<file path="src/rtl/core/sacc_pkg.sv">
// Shared types and constants of the set-associative LRU cache controller.
package sacc_pkg;

  localparam int unsigned ADDR_W   = 16;
  localparam int unsigned ACTION_W = 3;
  localparam int unsigned COUNT_W  = 3;

  typedef enum logic [ACTION_W-1:0] {
    ACT_CACHE_TO_CPU = 3'd0,
    ACT_CPU_TO_CACHE = 3'd1,
    ACT_FILL         = 3'd2,
    ACT_WRITE_BACK   = 3'd3,
    ACT_DISCARD      = 3'd4
  } action_e;

  typedef enum logic [3:0] {
    ST_CLEAR,
    ST_IDLE,
    ST_READ,
    ST_SCAN,
    ST_POS,
    ST_UPD,
    ST_EVICT,
    ST_FILL,
    ST_XFER
  } state_e;

  typedef struct packed {
    action_e             action;
    logic [ADDR_W-1:0]   start_addr;
    logic [COUNT_W-1:0]  word_count;
    logic                last;
  } result_t;

endpackage

</file>
<file path="src/rtl/core/set_assoc_lru_cache_controller_unit.sv">
// Top level of the set-associative write-back LRU cache tag/policy controller.
//
//   channel | handshake             | payload
//   --------+-----------------------+-------------------------------------------
//   in      | in_valid_i/in_stall_o | func_i, addr_i
//   out     | out_valid_o/out_stall_i | action_o, start_addr_o, word_count_o, last_o
//
// An access runs through a set read, a tag scan of one way per cycle and an LRU
// position search of one entry per cycle on a single comparator, then a line update
// and the transfer of its results (1 to 3).
// After reset a clearing pass over all SETS sets initializes the line memory.
// A stalled output holds the sequencer in its result state.
module set_assoc_lru_cache_controller_unit #(
  parameter int unsigned BLOCK_WORDS = 4,
  parameter int unsigned SETS        = 16,
  parameter int unsigned WAYS        = 4,
  parameter int unsigned ADDR_BITS   = 16
) (
  input  logic                           clk_i,
  input  logic                           rst_ni,
  input  logic                           in_valid_i,
  output logic                           in_stall_o,
  input  logic                           func_i,
  input  logic [sacc_pkg::ADDR_W-1:0]    addr_i,
  output logic                           out_valid_o,
  input  logic                           out_stall_i,
  output logic [sacc_pkg::ACTION_W-1:0]  action_o,
  output logic [sacc_pkg::ADDR_W-1:0]    start_addr_o,
  output logic [sacc_pkg::COUNT_W-1:0]   word_count_o,
  output logic                           last_o
);

  localparam int unsigned TW = ADDR_BITS - $clog2(BLOCK_WORDS) - $clog2(SETS);
  localparam int unsigned WB = (WAYS > 1) ? $clog2(WAYS) : 1;
  localparam int unsigned SW = (SETS > 1) ? $clog2(SETS) : 1;
  localparam int unsigned RW = WAYS * (2 + TW + WB);

  logic              ram_we, ram_re, res_ld, res_free;
  logic [SW-1:0]     ram_waddr, ram_raddr;
  logic [RW-1:0]     ram_wdata, ram_rdata;
  sacc_pkg::result_t res, res_out;

  sacc_tag_ram #(
    .DEPTH (SETS),
    .WIDTH (RW),
    .IDX_W (SW)
  ) u_ram (
    .clk_i   (clk_i),
    .we_i    (ram_we),
    .waddr_i (ram_waddr),
    .wdata_i (ram_wdata),
    .re_i    (ram_re),
    .raddr_i (ram_raddr),
    .rdata_o (ram_rdata)
  );

  sacc_ctrl #(
    .BLOCK_WORDS (BLOCK_WORDS),
    .SETS        (SETS),
    .WAYS        (WAYS),
    .ADDR_BITS   (ADDR_BITS)
  ) u_ctrl (
    .clk_i       (clk_i),
    .rst_ni      (rst_ni),
    .in_valid_i  (in_valid_i),
    .func_i      (func_i),
    .addr_i      (addr_i),
    .in_stall_o  (in_stall_o),
    .row_i       (ram_rdata),
    .ram_we_o    (ram_we),
    .ram_waddr_o (ram_waddr),
    .ram_wdata_o (ram_wdata),
    .ram_re_o    (ram_re),
    .ram_raddr_o (ram_raddr),
    .res_ld_o    (res_ld),
    .res_o       (res),
    .res_free_i  (res_free)
  );

  sacc_out_reg u_out (
    .clk_i       (clk_i),
    .rst_ni      (rst_ni),
    .ld_i        (res_ld),
    .res_i       (res),
    .free_o      (res_free),
    .out_valid_o (out_valid_o),
    .out_stall_i (out_stall_i),
    .res_o       (res_out)
  );

  assign action_o     = res_out.action;
  assign start_addr_o = res_out.start_addr;
  assign word_count_o = res_out.word_count;
  assign last_o       = res_out.last;

endmodule

</file>
<file path="src/rtl/core/sacc_tag_ram.sv">
// Set-indexed line state memory: one write port, one registered read port.
module sacc_tag_ram #(
  parameter int unsigned DEPTH = 16,
  parameter int unsigned WIDTH = 64,
  parameter int unsigned IDX_W = 4
) (
  input  logic             clk_i,
  input  logic             we_i,
  input  logic [IDX_W-1:0] waddr_i,
  input  logic [WIDTH-1:0] wdata_i,
  input  logic             re_i,
  input  logic [IDX_W-1:0] raddr_i,
  output logic [WIDTH-1:0] rdata_o
);

  logic [WIDTH-1:0] mem [DEPTH];
  logic [WIDTH-1:0] rdata_q;

  always_ff @(posedge clk_i) begin
    if (we_i) begin
      mem[waddr_i] <= wdata_i;
    end
  end

  always_ff @(posedge clk_i) begin
    if (re_i) begin
      rdata_q <= mem[raddr_i];
    end
  end

  assign rdata_o = rdata_q;

endmodule

</file>
<file path="src/rtl/core/sacc_ctrl.sv">
// Access sequencer: way scan and LRU search on one shared comparator, line update, result issue.
module sacc_ctrl #(
  parameter int unsigned BLOCK_WORDS = 4,
  parameter int unsigned SETS        = 16,
  parameter int unsigned WAYS        = 4,
  parameter int unsigned ADDR_BITS   = 16
) (
  input  logic                         clk_i,
  input  logic                         rst_ni,
  input  logic                         in_valid_i,
  input  logic                         func_i,
  input  logic [sacc_pkg::ADDR_W-1:0]  addr_i,
  output logic                         in_stall_o,
  input  logic [WAYS*(2+ADDR_BITS-$clog2(BLOCK_WORDS)-$clog2(SETS)
                      +((WAYS > 1) ? $clog2(WAYS) : 1))-1:0] row_i,
  output logic                         ram_we_o,
  output logic [((SETS > 1) ? $clog2(SETS) : 1)-1:0] ram_waddr_o,
  output logic [WAYS*(2+ADDR_BITS-$clog2(BLOCK_WORDS)-$clog2(SETS)
                      +((WAYS > 1) ? $clog2(WAYS) : 1))-1:0] ram_wdata_o,
  output logic                         ram_re_o,
  output logic [((SETS > 1) ? $clog2(SETS) : 1)-1:0] ram_raddr_o,
  output logic                         res_ld_o,
  output sacc_pkg::result_t            res_o,
  input  logic                         res_free_i
);

  localparam int unsigned OB     = $clog2(BLOCK_WORDS);
  localparam int unsigned SB     = $clog2(SETS);
  localparam int unsigned TSHIFT = OB + SB;
  localparam int unsigned TW     = ADDR_BITS - TSHIFT;
  localparam int unsigned WB     = (WAYS > 1) ? $clog2(WAYS) : 1;
  localparam int unsigned SW     = (SETS > 1) ? $clog2(SETS) : 1;
  localparam int unsigned EW     = 2 + TW + WB;
  localparam int unsigned RW     = WAYS * EW;
  localparam int unsigned AW     = ADDR_BITS;
  localparam int unsigned OW     = sacc_pkg::ADDR_W;
  localparam int unsigned CNW    = sacc_pkg::COUNT_W;
  localparam int unsigned CW     = (TW > WB) ? TW : WB;

  sacc_pkg::state_e state_q, state_d;
  logic          wr_q, wr_d;
  logic [AW-1:0] addr_q, addr_d;
  logic [WB-1:0] idx_q, idx_d;
  logic [WB-1:0] way_q, way_d;
  logic [WB-1:0] pos_q, pos_d;
  logic          hit_q, hit_d;
  logic [SW-1:0] clr_q, clr_d;

  logic [SW-1:0] set_idx;
  logic [TW-1:0] tag;
  logic [CW-1:0] cmp_a, cmp_b;
  logic          cmp_eq;
  logic [EW-1:0] cur_ent, vic_ent;
  logic [RW-1:0] upd_row, clr_row;

  assign set_idx = SW'(addr_q >> OB) & SW'(SETS - 1);
  assign tag     = TW'(addr_q >> TSHIFT);
  assign cur_ent = row_i[idx_q*EW +: EW];
  assign vic_ent = row_i[way_q*EW +: EW];

  // shared comparator: tag match during scan, LRU position search afterwards
  always_comb begin
    if (state_q == sacc_pkg::ST_SCAN) begin
      cmp_a = CW'(cur_ent[WB +: TW]);
      cmp_b = CW'(tag);
    end else begin
      cmp_a = CW'(cur_ent[0 +: WB]);
      cmp_b = CW'(way_q);
    end
  end
  assign cmp_eq = (cmp_a == cmp_b);

  always_comb begin
    logic [EW-1:0] ent;
    upd_row = row_i;
    clr_row = '0;
    for (int w = 0; w < WAYS; w++) begin
      ent = row_i[w*EW +: EW];
      if (WB'(w) == way_q) begin
        ent[EW-1] = 1'b1;
        ent[EW-2] = hit_q ? (ent[EW-2] | wr_q) : wr_q;
        if (!hit_q) begin
          ent[WB +: TW] = tag;
        end
      end
      if (w == WAYS - 1) begin
        ent[0 +: WB] = way_q;
      end else if (WB'(w) >= pos_q) begin
        ent[0 +: WB] = row_i[(w+1)*EW +: WB];
      end
      upd_row[w*EW +: EW] = ent;
      clr_row[w*EW +: WB] = WB'(w);
    end
  end

  always_ff @(posedge clk_i or negedge rst_ni) begin
    if (!rst_ni) begin
      state_q <= sacc_pkg::ST_CLEAR;
      clr_q   <= '0;
      idx_q   <= '0;
      hit_q   <= 1'b0;
    end else begin
      state_q <= state_d;
      clr_q   <= clr_d;
      idx_q   <= idx_d;
      hit_q   <= hit_d;
    end
  end

  always_ff @(posedge clk_i) begin
    wr_q   <= wr_d;
    addr_q <= addr_d;
    way_q  <= way_d;
    pos_q  <= pos_d;
  end

  always_comb begin
    state_d     = state_q;
    wr_d        = wr_q;
    addr_d      = addr_q;
    idx_d       = idx_q;
    way_d       = way_q;
    pos_d       = pos_q;
    hit_d       = hit_q;
    clr_d       = clr_q;
    in_stall_o  = 1'b1;
    ram_we_o    = 1'b0;
    ram_waddr_o = set_idx;
    ram_wdata_o = upd_row;
    ram_re_o    = 1'b0;
    ram_raddr_o = set_idx;
    res_ld_o    = 1'b0;
    res_o.action     = sacc_pkg::ACT_CACHE_TO_CPU;
    res_o.start_addr = OW'(addr_q);
    res_o.word_count = CNW'(1);
    res_o.last       = 1'b1;
    unique case (state_q)
      sacc_pkg::ST_CLEAR: begin
        ram_we_o    = 1'b1;
        ram_waddr_o = clr_q;
        ram_wdata_o = clr_row;
        clr_d       = clr_q + SW'(1);
        if (clr_q == SW'(SETS - 1)) begin
          state_d = sacc_pkg::ST_IDLE;
        end
      end
      sacc_pkg::ST_IDLE: begin
        in_stall_o = 1'b0;
        if (in_valid_i) begin
          wr_d    = func_i;
          addr_d  = AW'(addr_i);
          state_d = sacc_pkg::ST_READ;
        end
      end
      sacc_pkg::ST_READ: begin
        ram_re_o = 1'b1;
        idx_d    = '0;
        hit_d    = 1'b0;
        state_d  = sacc_pkg::ST_SCAN;
      end
      sacc_pkg::ST_SCAN: begin
        if (cur_ent[EW-1] && cmp_eq) begin
          hit_d   = 1'b1;
          way_d   = idx_q;
          idx_d   = '0;
          state_d = sacc_pkg::ST_POS;
        end else if (idx_q == WB'(WAYS - 1)) begin
          way_d   = row_i[0 +: WB];
          idx_d   = '0;
          state_d = sacc_pkg::ST_POS;
        end else begin
          idx_d = idx_q + WB'(1);
        end
      end
      sacc_pkg::ST_POS: begin
        if (cmp_eq || idx_q == WB'(WAYS - 1)) begin
          pos_d   = idx_q;
          state_d = sacc_pkg::ST_UPD;
        end else begin
          idx_d = idx_q + WB'(1);
        end
      end
      sacc_pkg::ST_UPD: begin
        ram_we_o = 1'b1;
        if (hit_q) begin
          state_d = sacc_pkg::ST_XFER;
        end else if (vic_ent[EW-1]) begin
          state_d = sacc_pkg::ST_EVICT;
        end else begin
          state_d = sacc_pkg::ST_FILL;
        end
      end
      sacc_pkg::ST_EVICT: begin
        res_o.action     = vic_ent[EW-2] ? sacc_pkg::ACT_WRITE_BACK : sacc_pkg::ACT_DISCARD;
        res_o.start_addr = OW'((AW'(vic_ent[WB +: TW]) << TSHIFT) | (AW'(set_idx) << OB));
        res_o.word_count = CNW'(BLOCK_WORDS);
        res_o.last       = 1'b0;
        if (res_free_i) begin
          res_ld_o = 1'b1;
          state_d  = sacc_pkg::ST_FILL;
        end
      end
      sacc_pkg::ST_FILL: begin
        res_o.action     = sacc_pkg::ACT_FILL;
        res_o.start_addr = OW'((addr_q >> OB) << OB);
        res_o.word_count = CNW'(BLOCK_WORDS);
        res_o.last       = 1'b0;
        if (res_free_i) begin
          res_ld_o = 1'b1;
          state_d  = sacc_pkg::ST_XFER;
        end
      end
      sacc_pkg::ST_XFER: begin
        res_o.action = wr_q ? sacc_pkg::ACT_CPU_TO_CACHE : sacc_pkg::ACT_CACHE_TO_CPU;
        if (res_free_i) begin
          res_ld_o = 1'b1;
          state_d  = sacc_pkg::ST_IDLE;
        end
      end
      default: begin
        state_d = sacc_pkg::ST_IDLE;
      end
    endcase
  end

endmodule

</file>
<file path="src/rtl/core/sacc_out_reg.sv">
// Result output register with valid/stall handshake.
module sacc_out_reg (
  input  logic              clk_i,
  input  logic              rst_ni,
  input  logic              ld_i,
  input  sacc_pkg::result_t res_i,
  output logic              free_o,
  output logic              out_valid_o,
  input  logic              out_stall_i,
  output sacc_pkg::result_t res_o
);

  logic              valid_q, valid_d;
  sacc_pkg::result_t res_q;

  assign free_o = !valid_q || !out_stall_i;

  always_comb begin
    valid_d = valid_q;
    if (ld_i) begin
      valid_d = 1'b1;
    end else if (!out_stall_i) begin
      valid_d = 1'b0;
    end
  end

  always_ff @(posedge clk_i or negedge rst_ni) begin
    if (!rst_ni) begin
      valid_q <= 1'b0;
    end else begin
      valid_q <= valid_d;
    end
  end

  always_ff @(posedge clk_i) begin
    if (ld_i) begin
      res_q <= res_i;
    end
  end

  assign out_valid_o = valid_q;
  assign res_o       = res_q;

endmodule

</file>
<file path="config.mk">
export PLATFORM = sky130hd
export DESIGN_NAME = set_assoc_lru_cache_controller_unit
export DESIGN_NICKNAME = d
export VERILOG_FILES = /design/src/rtl/core/sacc_pkg.sv /design/src/rtl/core/set_assoc_lru_cache_controller_unit.sv /design/src/rtl/core/sacc_tag_ram.sv /design/src/rtl/core/sacc_ctrl.sv /design/src/rtl/core/sacc_out_reg.sv
export SDC_FILE = /design/constraint.sdc
export NUM_CORES = 1
export LEC_CHECK = 0
export ABC_CLOCK_PERIOD_IN_PS = 9000
export BUFFER_PORTS_ARGS = -buffer_cell sky130_fd_sc_hd__buf_2
export CORE_UTILIZATION = 40
export CTS_BUF_LIST = sky130_fd_sc_hd__clkbuf_2 sky130_fd_sc_hd__clkbuf_4 sky130_fd_sc_hd__clkbuf_8
export CTS_CLUSTER_DIAMETER = 30
export DETAILED_ROUTE_END_ITERATION = 8
export HOLD_SLACK_MARGIN = 0.06
export PLACE_DENSITY = 0.63
export SYNTH_ARGS = -nofsm -noshare
export SYNTH_HDL_FRONTEND = slang
export SYNTH_SLANG_ARGS = --single-unit
</file>
<file path="constraint.sdc">
create_clock -name clk_i -period 9 [get_ports clk_i]
set_input_delay 1.35 -clock clk_i [delete_from_list [all_inputs] [get_ports clk_i]]
set_output_delay 1.35 -clock clk_i [all_outputs]
set_load 0.1 [all_outputs]
</file>
==> flow_metrics.env <==
export IMPL_yosysWarnings=0
export IMPL_drt_initial_drc_count=2489
export IMPL_synthXorXnorAreaFrac_pct=0.450
export IMPL_clock_sinks=1006
export IMPL_crit_path_top_delay_cell="buf_4"
export IMPL_synth_mux_area_share_pct=18.8
export IMPL_num_vias=18657
export IMPL_fin_util_pct=46.0
export IMPL_synthesis_area_sq_mm=0.0392
export IMPL_yosysTopAreaCell="edfxtp_1"
export IMPL_syn_inst=1688
export IMPL_drive_above_1_share_pct=35.1
export IMPL_cts_hold_buf=0
export IMPL_clk_pin_slew_ns=0.07
export IMPL_post_dp_hpwl_um=51700
export IMPL_synth_seq_area_share_pct=76.9
export IMPL_dr_pass1_iters=7
export IMPL_worstPathRequired_ns=9.54
export IMPL_postCtsSetupRepairBufs=0
export IMPL_design_core_area_sq_mm=0.0969
export IMPL_finalHoldWorstSlack_ns=0.436
export IMPL_synth_edf_count=994
export IMPL_wire_per_inst_um=28.6
export IMPL_fp_row_count=114
export IMPL_rsz0062_at_grt="no"
export IMPL_cts_buffers=164
export IMPL_final_cells=3270
export IMPL_synth_compound_area_share_pct=0.769
export IMPL_grt_pass1_vias=18824
export IMPL_critPathMaxStageDelay_ns=0.87
export IMPL_grt_overflow_total=0
export IMPL_setup_viol=0
export IMPL_endpoint_kind="register"
export IMPL_synth_ff_type="edfxtp_1"
export IMPL_wirelength_um=93500
export IMPL_drv_cap=0
export IMPL_ant_nets=0
export IMPL_synth_top_family_by_area="multiplexers"
export IMPL_nFillCells=7919
export IMPL_violations="DRC"
export IMPL_syn_area_per_cell_sq_um=23.2
export IMPL_clock_latency_ns=0.81
export IMPL_grt_max_degree=109
export IMPL_finalHoldViolCount=0
export IMPL_fin_crit_sh_pct=47.6
export IMPL_fin_crit_ns=4.28
export IMPL_p_per_area_mw_per_mm2=281
export IMPL_yosys_area_share_simple_pct=1.98
export IMPL_synthToLayoutAreaGrowth_pct=13.5
export IMPL_io_buffer_count=44
export IMPL_tightest_slew_ns=1.42
export IMPL_grt_use_total_pct=19.2
export IMPL_ys_ff_latch=1006
export IMPL_start_kind="register"
export IMPL_synthDistinctLibCells=52
export IMPL_cts_root_buffer="clkbuf_8"
export IMPL_worstPathMaxFanout=106
export IMPL_setup_worst_path_class="reg -> reg"
export IMPL_place_congestion=0.797
export IMPL_skew_ns=0.0173
export IMPL_status="finished with violations"
export IMPL_die_h_um=315
export IMPL_finalSetupTns_ns=0
export IMPL_ir_drop_mv=0.123
export IMPL_ios=46
export IMPL_synth_area_leaders="edfxtp_1 76%, mux4_2 17%, mux2i_1 0.89%"
export IMPL_start_util_pct=40.5
export IMPL_synthAdderAreaFrac_pct=0.0638
export IMPL_fmax_mhz=233
export IMPL_grt_pass1_wl_um=135000
export IMPL_relSlewSlack_pct=5.64
export IMPL_drv_slew=0
export IMPL_hp_class="in -> async"
export IMPL_worst_path_dominant_cell_family="buffers and inverters"
export IMPL_yosysTopAreaCellShare_pct=76.1
export IMPL_power_uw=12500
export IMPL_vias_per_cell=5.71
export IMPL_cts_buffer_depth=3
export IMPL_nets=1882
export IMPL_place_inst=2969
export IMPL_leakagePower_uw=0.0140
export IMPL_cp_buffers_inverters=3
export IMPL_design_die_area_sq_mm=0.0993
export IMPL_crit_arrival_ns=4.82
export IMPL_cts_tree="yes"
export IMPL_async_reset_ff_share_pct=1.19
export IMPL_antenna_found_initial=2
export IMPL_syn_num_nets=1711
export IMPL_drc=14
export IMPL_crit_path_cell_trace="buf_4 > buf_12 > buf_4 > mux4_2 > mux4_2"
export IMPL_htree_levels=4
export IMPL_dieWidth_um=315
export IMPL_cts_resized=0
==> cells in the mapped netlist (7+ instances only) <==
| library cell | number |
|---|---|
| mux4_2 | 301 |
| dfrtp_1 | 12 |
| a21oi_1 | 21 |
| clkbuf_1 | 61 |
| a31oi_1 | 7 |
| nand2_1 | 43 |
| xnor2_1 | 8 |
| nor2_1 | 75 |
| buf_2 | 18 |
| nor3_1 | 8 |
| mux2i_1 | 35 |
| mux2_2 | 13 |
| inv_1 | 7 |
| buf_1 | 7 |
| edfxtp_1 | 994 |
==> cell usage in the layout (no fill, tap or decap), types with 2 or more instances in the layout <==
master / n
inv_6: 6
nor2_1: 58
clkbuf_4: 33
bufinv_16: 10
and2_1: 5
clkinv_4: 4
clkinvlp_4: 15
edfxtp_1: 994
nand4_1: 6
dfrtp_1: 12
mux2_2: 13
clkbuf_8: 168
o21ai_0: 5
xnor2_2: 6
inv_1: 7
xnor2_1: 8
nor2b_1: 3
nand3_1: 4
buf_4: 49
clkinv_2: 21
nand2_1: 43
or2_2: 3
nand2b_1: 3
mux2i_1: 35
nor2_4: 16
mux4_1: 3
nor4_1: 2
a31oi_1: 7
nor3b_1: 4
a21oi_1: 20
diode_2: 3
ha_1: 2
a211o_1: 4
o31ai_1: 2
nor3_1: 8
buf_12: 2
mux4_2: 301
clkinv_1: 41
buf_2: 44
==> report_power, final <==
group	internal [uW]	leakage [uW]	switching, uW	total, uW
sequential	6050	0.00915	208	6250
clock	2180	0.00169	1800	3980
combinational	713	0.00316	1540	2260
total	8940	0.0140	3560	12500
==> metrics by stage <==
stage	instance area (sq um)	setup slack, ns
2_1_floorplan	39200	4.52
3_3_place_gp	41200	4.59
6_report	44500	4.72
5_1_grt	44500	4.29
4_1_cts	44500	4.55
3_5_place_dp	41200	4.57
==> registers in the layout, indices dropped and copies added, names as in the netlist, 2 cells and up <==
signal and cells:
u_ram.mem 896, u_ram.rdata_o 56, u_out.res_o 21, u_ctrl.addr_q 16, u_ctrl.clr_q 4, u_ctrl.state_q 4
u_ctrl.idx_q 2, u_ctrl.pos_q 2, u_ctrl.way_q 2
==> kinds of logic after synthesis <==
kind of cell,count (synthesis)
AOI/OAI and AO/OA,48
xor gates and xnor gates,15
adders and majority gates,2
buffers and inverters,97
DFF,1006
muxes,353
other,1
and+or+nand+nor,166
==> final timing paths <==
check / endpoint / start / slack (ns) / cells past startpoint
min in group clk_i: u_out.res_o[5]$_DFFE_PP_ / u_ctrl.addr_q[1]$_DFFE_PP_ / 0.53 / 1
max in group asynchronous: u_ctrl.state_q[3]$_DFFE_PN0P_ / rst_ni / 8.32 / 1
hold reg to reg: u_out.res_o[5]$_DFFE_PP_ / u_ctrl.addr_q[1]$_DFFE_PP_ / 0.53 / 1
setup reg to reg: u_ram.rdata_o[26]$_DFFE_PP_ / u_ctrl.addr_q[2]$_DFFE_PP_ / 4.72 / 5
setup / recovery: u_ram.rdata_o[26]$_DFFE_PP_ / u_ctrl.addr_q[2]$_DFFE_PP_ / 4.72 / 5
hold / removal: u_out.out_valid_o$_DFFE_PN0P_ / rst_ni / 0.44 / 1
==> layer usage <==
metal,up-vias,share of wire [%],global-route usage [%]
met3,112,9.1,4.30
met2,935,46,28.5
met1,10051,43,28.6
li1,7559,-,-
met4,0,1.7,4.85
met5,-,0,0
==> cell type report <==
class | instances | area [sq um] | area share, %
flip-flops and latches | 1006 | 30100 | 67.7
multi-input cells | 585 | 8800 | 19.8
clock buffers | 201 | 2560 | 5.75
well taps | 1276 | 1600 | 3.59
clock inverters | 97 | 759 | 1.71
repair buffers | 95 | 628 | 1.41
inverters | 7 | 26.3 | 0.0590
diodes | 3 | 7.51 | 0.0169
Note: power is estimated with default switching activity, not from simulation.
